==> src/rtl/fpa_pkg.sv <==
// Package: command codes, widths and pipeline types for the fixed-point ALU.
`default_nettype none
package fpa_pkg;
   localparam int DATA_W = 32;
   localparam int CMD_W = 4;
   localparam int DEFAULT_FRACTION_BITS = 8;
   localparam int MAG_W = 64;

   localparam logic [CMD_W-1:0] CMD_ADD = 4'd0;
   localparam logic [CMD_W-1:0] CMD_SUB = 4'd1;
   localparam logic [CMD_W-1:0] CMD_MUL = 4'd2;
   localparam logic [CMD_W-1:0] CMD_DIV = 4'd3;
   localparam logic [CMD_W-1:0] CMD_CMP = 4'd4;
   localparam logic [CMD_W-1:0] CMD_MIN = 4'd5;
   localparam logic [CMD_W-1:0] CMD_MAX = 4'd6;
   localparam logic [CMD_W-1:0] CMD_INC = 4'd7;
   localparam logic [CMD_W-1:0] CMD_DEC = 4'd8;
   localparam logic [CMD_W-1:0] CMD_FROM_INT = 4'd9;
   localparam logic [CMD_W-1:0] CMD_TO_INT = 4'd10;

   typedef struct packed {
      logic [CMD_W-1:0] command;
      logic signed [DATA_W-1:0] operand_a;
      logic signed [DATA_W-1:0] operand_b;
   } req_type;

   typedef struct packed {
      logic signed [DATA_W-1:0] result_value;
      logic a_greater;
      logic a_less;
      logic a_equal;
      logic divide_by_zero;
   } rsp_type;

   // Flags and simple result carried alongside the divider row.
   typedef struct packed {
      logic is_div;
      logic dz;
      logic neg;
      logic [DATA_W-1:0] simple;
      logic a_greater;
      logic a_less;
      logic a_equal;
   } side_type;
endpackage
`default_nettype wire

==> src/rtl/fpa_cell.sv <==
// One restoring-division cell: consumes one numerator bit per enabled cycle.
`default_nettype none
module fpa_cell (
   input  wire logic clock,
   input  wire logic reset,
   input  wire logic enable,
   input  wire logic valid_in,
   input  wire logic [fpa_pkg::MAG_W-1:0] num_in,
   input  wire logic [fpa_pkg::MAG_W:0] rem_in,
   input  wire logic [fpa_pkg::DATA_W-1:0] den_in,
   input  wire logic [fpa_pkg::MAG_W-1:0] quo_in,
   input  wire fpa_pkg::side_type side_in,
   output logic valid_out,
   output logic [fpa_pkg::MAG_W-1:0] num_out,
   output logic [fpa_pkg::MAG_W:0] rem_out,
   output logic [fpa_pkg::DATA_W-1:0] den_out,
   output logic [fpa_pkg::MAG_W-1:0] quo_out,
   output fpa_pkg::side_type side_out
);
   import fpa_pkg::*;
   logic valid_ff;
   logic [MAG_W-1:0] num_ff, quo_ff;
   logic [MAG_W:0] rem_ff, shifted, diff;
   logic [DATA_W-1:0] den_ff;
   side_type side_ff;
   logic take;

   always_comb begin
      shifted = {rem_in[MAG_W-1:0], num_in[MAG_W-1]};
      diff = shifted - {{(MAG_W-DATA_W+1){1'b0}}, den_in};
      take = !diff[MAG_W];
   end

   always_ff @(posedge clock) begin
      if (reset) begin
         valid_ff <= 1'b0;
      end else if (enable) begin
         valid_ff <= valid_in;
      end
      if (enable) begin
         num_ff <= {num_in[MAG_W-2:0], 1'b0};
         rem_ff <= take ? diff : shifted;
         quo_ff <= {quo_in[MAG_W-2:0], take};
         den_ff <= den_in;
         side_ff <= side_in;
      end
   end

   assign valid_out = valid_ff;
   assign num_out = num_ff;
   assign rem_out = rem_ff;
   assign den_out = den_ff;
   assign quo_out = quo_ff;
   assign side_out = side_ff;
endmodule
`default_nettype wire

==> config.mk <==
export PLATFORM = sky130hd
export DESIGN_NAME = fpa_cell
export DESIGN_NICKNAME = d
export VERILOG_FILES = /design/src/rtl/fpa_pkg.sv /design/src/rtl/fpa_cell.sv
export SDC_FILE = /design/constraint.sdc
export NUM_CORES = 1
export LEC_CHECK = 0
export ABC_AREA = 1
export BUFFER_PORTS_ARGS = -buffer_cell sky130_fd_sc_hd__buf_2
export CELL_PAD_IN_SITES_DETAIL_PLACEMENT = 1
export CELL_PAD_IN_SITES_GLOBAL_PLACEMENT = 2
export CORE_MARGIN = 3
export CORE_UTILIZATION = 25
export CTS_CLUSTER_DIAMETER = 200
export DETAILED_ROUTE_END_ITERATION = 10
export PLACE_DENSITY = 0.82
export RECOVER_POWER = 50
export SYNTH_ARGS = -nofsm -noshare
export SYNTH_HDL_FRONTEND = slang
export SYNTH_SLANG_ARGS = --single-unit
==> constraint.sdc <==
create_clock -name clock -period 2.4 [get_ports clock]
set_input_delay 0.36 -clock clock [delete_from_list [all_inputs] [get_ports clock]]
set_output_delay 0.36 -clock clock [all_outputs]
set_load 0.03 [all_outputs]
# --- After elaboration in Yosys (flattened, before gate mapping) ---
# Cells that the tools add are included.
op_classes:
  n_addsub: 1
  n_lt_le_gt_ge: 0
  reduce_logical: 1
  mul: 0
  n_mux: 1
  div: 0
  bitwise_logic: 0
  eq_ne: 0
  shifts: 0
op_table:
  columns: ["operator", "n"]
  rows:
  - ["$sub A65 B32 Y65", 1]
  - ["$mux W64", 1]
  - ["$logic_not A1 Y1", 1]
word_totals:
  n_memories: 0
  wordCells: 16
  regBits: 263
  latch_bits: 0
  mem_bits_ro: 0
  ram_bits: 0

# --- Longest topological paths before layout ---
# Gate-level depths: netlist of the first run.
depth:
  word_depth: 2
  depth_mapped: 18

# --- Worst setup path before layout of the first run ---
# No wires, ideal clock.
synth_path:
  path_type: "in2reg"
  start: "in num_in[63] (netlist name)"
  end: "reg rem_ff[58] (netlist: rem_out[58]), data pin"
  setup_slack_ps: 29
  t_arrival_ps: 2119
  stages: 17
  setup_time_ps: 252
  path_cell_list: "inv_1 > ha_1 > fa_1 > inv_1 > nand3_1 > nand2_2 > nand2_1 > nand2_1 > nand2_1 > nand2_2 > nand2_2 > nand4_1 > nand2_2 > buf_6 > buf_6 > nand2_1 > nand2_1"
synth_between:
  elab_chain_cells: 2
synth_rtl:
  columns: ["item", "line_no", "source"]
  rows:
  - ["start: declaration", "fpa_cell.sv:8", "input wire logic [fpa_pkg::MAG_W-1:0] num_in,"]
  - ["$sub A65 B32 Y65", "fpa_cell.sv:30", "diff = shifted - {{(MAG_W-DATA_W+1){1'b0}}, den_in};"]
  - ["$mux W64", "fpa_cell.sv:42", "rem_ff <= take ? diff : shifted;"]
  - ["end signal: assignment", "fpa_cell.sv:42", null]
  - ["end: declaration", "fpa_cell.sv:23", "logic [MAG_W:0] rem_ff, shifted, diff;"]
# Every way passes these cells.
# A chain may end at the register's enable or synchronous reset.

# --- Worst setup path in the final report of the first run ---
layout_path:
  start: "in enable"
  end: "reg den_ff[6] (netlist: den_out[6]), enable pin"
layout_lines:
  columns: ["item", "line_no", "source"]
  rows:
  - ["start: declaration", "fpa_cell.sv:6", "input wire logic enable,"]
  - ["end signal: assignment", "fpa_cell.sv:44", "den_ff <= den_in;"]
  - ["end: declaration", "fpa_cell.sv:24", "logic [DATA_W-1:0] den_ff;"]
# No word-level cell between the ends.

==> results of run 1 <==
==> cells in the mapped netlist, types with 5 or more instances <==
cell / n / area [µm²]
nand2_1: 541 / 2030
edfxtp_1: 262 / 7870
inv_1: 220 / 826
nor2_1: 110 / 413
nand3_1: 54 / 270
ha_1: 32 / 400
xor2_1: 30 / 263
a21oi_1: 23 / 115
nor3_1: 14 / 70.1
nand4_1: 13 / 81.3
buf_2: 11 / 55.1
o21ai_0: 9 / 45.0
nor2_2: 5 / 31.3
nor4_1: 5 / 31.3
==> registers in the layout, summed over array words and instances (netlist names) <==
| signal | cells |
|---|---|
| quo_out | 64 |
| rem_out | 65 |
| num_out | 63 |
| den_out | 32 |
| valid_out | 1 |
| side_out | 38 |
==> power breakdown <==
group | leakage [nW] | total [mW] | switching [mW] | internal, mW
clock | 0.470 | 4.65 | 2.07 | 2.58
sequential | 2.57 | 5.65 | 0.134 | 5.51
combinational | 6.66 | 3.21 | 2.08 | 1.13
total | 9.70 | 13.5 | 4.28 | 9.23
==> cell type report <==
class                      instances  area [µm²]  share of cell area
tap                              672         841              0.0416
clock buffer                      32         779              0.0386
sequential                       263        7890               0.390
multi-input combinational        857        3920               0.194
antenna                            4        10.0            0.000495
inverter                         223         837              0.0414
timing repair buffer             875        5750               0.284
clock inverter                    24         194             0.00959
==> routing by layer <==
metal | wire, µm | global-route usage
met5 | 33 | 0
met4 | 2630 | 0.0860
met3 | 3250 | 0.0359
met2 | 30700 | 0.396
met1 | 23400 | 0.241
==> path summary, 6_finish.rpt <==
| check | startpoint | end | slack (ns) | cells after the start |
|---|---|---|---|---|
| setup reg to reg | valid_out$_SDFFE_PP0P_ | valid_out$_SDFFE_PP0P_ | 1.74 | 2 |
| hold / removal | rem_in[6] | rem_out[7]$_DFFE_PP_ | 0.06 | 3 |
| setup / recovery | enable | den_out[6]$_DFFE_PP_ | 0.19 | 2 |
| hold reg to reg | valid_out$_SDFFE_PP0P_ | valid_out$_SDFFE_PP0P_ | 0.56 | 2 |
==> stage by stage <==
step,TNS [ns],hold WS (ns),total power [mW],instances
after floorplan,0,0.432,7.23,1358
after global placement,-19.71,0.477,8.61,2694
after detailed placement,-25.16,0.504,8.67,2694
after CTS,0,0.00134,13.6,2941
after global routing,0,0.0593,14.1,2950
final,0,0.0615,13.5,2950
==> kinds of logic (layout without fill, tap and decap cells) <==
kind of cell    after synthesis  count (layout)
compound gates               36              36
xor+xnor                     31              31
fa+ha+maj                    33              33
buf+inv                     238            1154
flops                       263             263
mux                           1               1
other cells                   1               5
simple gates                755             755
==> layout by cell type, fill, tap and decap left out, types with 7 or more instances in the layout <==
| cell type | n |
|---|---|
| nand2_1 | 541 |
| buf_2 | 467 |
| edfxtp_1 | 262 |
| inv_1 | 220 |
| dlygate4sd3_1 | 194 |
| buf_4 | 139 |
| nor2_1 | 110 |
| clkbuf_1 | 63 |
| nand3_1 | 54 |
| ha_1 | 32 |
| clkbuf_16 | 32 |
| xor2_1 | 30 |
| a21oi_1 | 23 |
| nor3_1 | 14 |
| nand4_1 | 13 |
| o21ai_0 | 9 |
| clkinv_1 | 8 |
| buf_12 | 7 |
==> what timing repair did <==
action                     in CTS  in global routing
setup buffers                   0                  1
setup endpoints to repair       0                 11
hold buffers                  191                  3
hold endpoints to repair      191                  3
gates resized for setup         0                  1
==> results.toml, run 1 <==
[cells_and_area]
fin_util = 0.402
layout.nets = 2550
drive_gt1_frac = 0.299
syn_to_final_growth_pct = 58.8
num-fill-cells = 6062
fin_area_um2 = 20200

[timing]
setup_viol = 0
max_clock_freq_mhz = 452
slew_viol_final = 0
fin_skew_ns = 0
finalCriticalPeriod_ns = 2.21
setup_slack_ns = 0.187
fin_crit_sh = 0.922
hold_viol_final = 0
tightest_slew_ns = 1.49
rsz0062_at_grt = "no"
relSlewSlack = 0.00632

[routing]
vias = 12810
drt-initial-drc-count = 578
drc = 0
viasPerCell = 4.34
wl_per_cell_um = 20.4
ant_nets = 0
wirelength_mm = 60.0
drt_pass1_iterations = 4

[yosys]
ys_seq_elements = 263
synth_top_family_by_area = "simple AND/OR/NAND/NOR gates"
synth-adder-area-share = 0.0330
synth_edf_count = 262
muxShareOfSynthArea = 0.000786
yosys_warnings = 0
ys_types = 30
ys.flop_type = "edfxtp_1"
synth_xor_area_frac = 0.0213
synth_area_um2 = 12700
synth-simple-area-share = 0.237
async_reset_ff_frac = 0
netlist_instances = 1358
synth.avg_cell_area_um2 = 9.38
syn-num-nets = 1658
synth_compound_area_frac = 0.0150
yosysSeqAreaShare = 0.619

[place]
port_buffers = 527
placed_area_um2 = 17400
dp_hpwl_mm = 44.2
gp_congestion = 0.897
post-place-ws_ns = -0.428

[critical_path]
arrival_ns = 2.42
critPathMaxFanout = 57
crit_chain = "clkbuf_2 -> clkbuf_4"
endpoint_kind = "flip-flop"
path_class = "in2reg"
crit_slowest_cell = "clkbuf_2"
startpoint_type = "input port"
critPathMaxStageDelay_ns = 1.07
crit_family = "buffers and inverters"
cp.required_ns = 2.61
crit_buf_inv = 2

[job]
max_cap_violations = 0

[power]
p_leak_nw = 9.70
ir_drop_mv = 0.407
p_per_area_nw_per_um2 = 668

[global_routing]
grt_max_degree = 58
grt_pass1_vias = 13825
grt_usage = 0.213
gr-total-overflow = 0
antenna_found_initial = 9
grt_pass1_wl_mm = 86.3

[floorplan]
rows = 82
core_um2 = 50300
die_w_um = 232
dieArea_um2 = 53700
die_h_um = 232
pin_count = 531
start_util = 0.253

[hold_path]
worstHoldPathType = "in2reg"

[clock_tree]
clkTransAtPathRegs_ns = 0.07
root_buffer = "clkbuf_16"
cts_buffers = 30
clockBufferDepth = 3
clock-sinks = 263
cts_tree = "done"
insertion_delay_ns = 0.57
cts.htree.levels = 1

[outcome]
status = "completed"
Power figures use the tool's default switching activity.
==> run 2: changes to the inputs <==
--- a/config.mk
+++ b/config.mk
@@ -10,11 +10,13 @@
 export CELL_PAD_IN_SITES_DETAIL_PLACEMENT = 1
 export CELL_PAD_IN_SITES_GLOBAL_PLACEMENT = 2
 export CORE_MARGIN = 3
-export CORE_UTILIZATION = 25
+export CORE_UTILIZATION = 26
+export CTS_BUF_LIST = sky130_fd_sc_hd__clkbuf_4
 export CTS_CLUSTER_DIAMETER = 200
 export DETAILED_ROUTE_END_ITERATION = 10
-export PLACE_DENSITY = 0.82
+export PLACE_DENSITY = 0.84
 export RECOVER_POWER = 50
+export REMOVE_ABC_BUFFERS = 1
 export SYNTH_ARGS = -nofsm -noshare
 export SYNTH_HDL_FRONTEND = slang
 export SYNTH_SLANG_ARGS = --single-unit
==> run 2 against run 1 <==
Against the previous run: combinational power up 8.4%; via count up 5.5%; first-iteration DRC count up 17%; power down 1.4%; final cell count up 3.7%; clock-buffer cell count up 74; flip-flop and latch count unchanged; sequential share of layout area down 2.1 points; worst hold slack better by 0.082 ns; non-clock buffer count up 101; clock skew unchanged; critical endpoint is now rem_out[51]$_DFFE_PP_.
==> results.toml, run 2 (synthesized netlist as in run 1, its figures left out) <==
[critical_path]
reg2reg_depth = 3
crit_slowest_cell = "dlygate4sd3_1"
startpoint_type = "input port"
cp.required_ns = 2.94
r2r_slack_ns = 1.24
arrival_ns = 2.91
endpoint_kind = "flip-flop"
critPathMaxStageDelay_ns = 0.55
timing.rr.end = "valid_out$_SDFFE_PP0P_"
crit_chain = "dlygate4sd3_1 -> clkbuf_1 -> inv_1 -> ha_4 -> nand2_2 -> buf_12 -> nor2_4 -> nand2_2 -> nor2_4 -> nand2_4 -> nand4_1 -> nand2_8 -> buf_12 -> buf_4 -> nand3_1 -> nand2_1"
r2r_start = "valid_out$_SDFFE_PP0P_"
critPathMaxFanout = 8
path_class = "in2reg"

[timing]
hold_viol_final = 0
finalCriticalPeriod_ns = 2.37
setup_viol = 0
max_clock_freq_mhz = 422
fin_crit_sh = 0.986
slew_viol_final = 0
tightest_slew_ns = 1.12
relSlewSlack = 0.254
fin_skew_ns = 0
rsz0062_at_grt = "yes"

[routing]
drc = 0
vias = 13517
drt_pass1_iterations = 5
wirelength_mm = 64.5
ant_nets = 0
wl_per_cell_um = 21.1
drt-initial-drc-count = 679
viasPerCell = 4.42

[place]
placed_area_um2 = 17500
dp.cells = 2666
gp_congestion = 0.841
dp_hpwl_mm = 45.6
port_buffers = 527

[power]
p_per_area_nw_per_um2 = 623
p_leak_nw = 10.2
power.total_mw = 13.3
ir_drop_mv = 0.326

[floorplan]
start_util = 0.265
pin_count = 531
die_w_um = 227
dieArea_um2 = 51700
die_h_um = 227
core_um2 = 48000
rows = 80

[clock_tree]
cts_tree = "done"
clockBufferDepth = 3
cts.htree.levels = 3
insertion_delay_ns = 0.79
root_buffer = "clkbuf_4"
clock-sinks = 263
cts_buffers = 74
clkTransAtPathRegs_ns = 0.06

[hold_path]
hold_start = "rem_in[31]"
whs_path_depth = 3
worstHoldPathType = "in2reg"
min_to = "rem_out[32]$_DFFE_PP_"

[global_routing]
grt_pass1_wl_mm = 91.7
gr-total-overflow = 0
grt_pass1_vias = 14901
grt_max_degree = 63
antenna_found_initial = 9
grt_usage = 0.241

[outcome]
status = "completed"

[cells_and_area]
stdcell_count = 3060
fin_area_um2 = 21400
final_cell_mix = "nand2_1 (519), buf_2 (471), dlygate4sd3_1 (263)"
layout.nets = 2695
syn_to_final_growth_pct = 67.9
largest_register_ffs = 65
drive_gt1_frac = 0.349
final_common_cell = "nand2_1"
fin_util = 0.445

[job]
max_cap_violations = 0
==> run 2: cell count changes in the layout (fill, tap and decap cells not counted), moves of 6 or more <==
| cell | before | now |
|---|---|---|
| a21oi_1 | 23 | 16 |
| a21oi_2 | 1 | 7 |
| buf_4 | 139 | 169 |
| clkbuf_1 | 63 | 57 |
| clkbuf_16 | 32 | 3 |
| clkbuf_4 | 2 | 107 |
| dlygate4sd3_1 | 194 | 263 |
| ha_1 | 32 | 17 |
| ha_4 | 0 | 13 |
| nand2_1 | 541 | 519 |
| nand2_2 | 3 | 24 |
| nor2_1 | 110 | 94 |
| nor2_2 | 5 | 16 |
==> run 2: cell type report <==
type	instances	area, µm²
Clock buffer	106	796
Sequential cell	263	7890
Timing Repair Buffer	976	6710
Multi-Input combinational cell	857	4280
Inverter	223	842
Clock inverter	14	82.6
Antenna cell	6	15.0
Tap cell	615	769
Fill cell	5756	26700
==> run 2: worst max-delay path by stage <==
stage	from	endpoint	slack, ns
2_1_floorplan	num_in[63]	rem_out[37]$_DFFE_PP_	-0.94
6_report	den_in[26]	rem_out[51]$_DFFE_PP_	0.03
3_3_place_gp	den_in[19]	rem_out[40]$_DFFE_PP_	-0.32
4_1_cts	den_in[18]	rem_out[40]$_DFFE_PP_	0.008
5_1_grt	rem_in[11]	rem_out[51]$_DFFE_PP_	-0.007
3_5_place_dp	den_in[19]	rem_out[40]$_DFFE_PP_	-0.35
==> run 2: through the flow <==
step                setup WS (ns)  TNS (ns)  hold slack (ns)
floorplan                  -0.941    -53.84            0.432
global placement           -0.320    -15.17            0.470
detailed placement         -0.351    -20.21            0.511
CTS                       0.00849         0           0.0392
global route             -0.00656  -0.00843            0.112
finish                     0.0329         0            0.143
==> run 2: critical path, delay by kind of cell <==
kind | cells | cell delay [ns]
and+or+nand+nor | 9 | 0.99
buffers and inverters | 6 | 1.26
adders and majority gates | 1 | 0.29
==> run 2: per-layer routing <==
| metal | vias to the layer above | track usage | routed length, µm |
|---|---|---|---|
| met2 | 432 | 0.444 | 33200 |
| met1 | 6480 | 0.266 | 24800 |
| li1 | 6443 | - | - |
| met5 | - | 0 | 76 |
| met3 | 150 | 0.0557 | 3860 |
| met4 | 12 | 0.100 | 2610 |
==> run 2: power breakdown <==
part           switching (mW)  total (mW)  leakage, nW  internal [mW]
combinational            2.18        3.48         7.15           1.30
sequential              0.138        5.65         2.57           5.51
clock                    2.17        4.20        0.523           2.03
total                    4.49        13.3         10.2           8.84
==> run 2: what timing repair did <==
item / in CTS / in global routing
setup buffers: 0 / 2
setup endpoints to repair: 0 / 64
hold buffers: 263 / 1
resized for setup: 0 / 85
hold endpoints to repair: 314 / 1
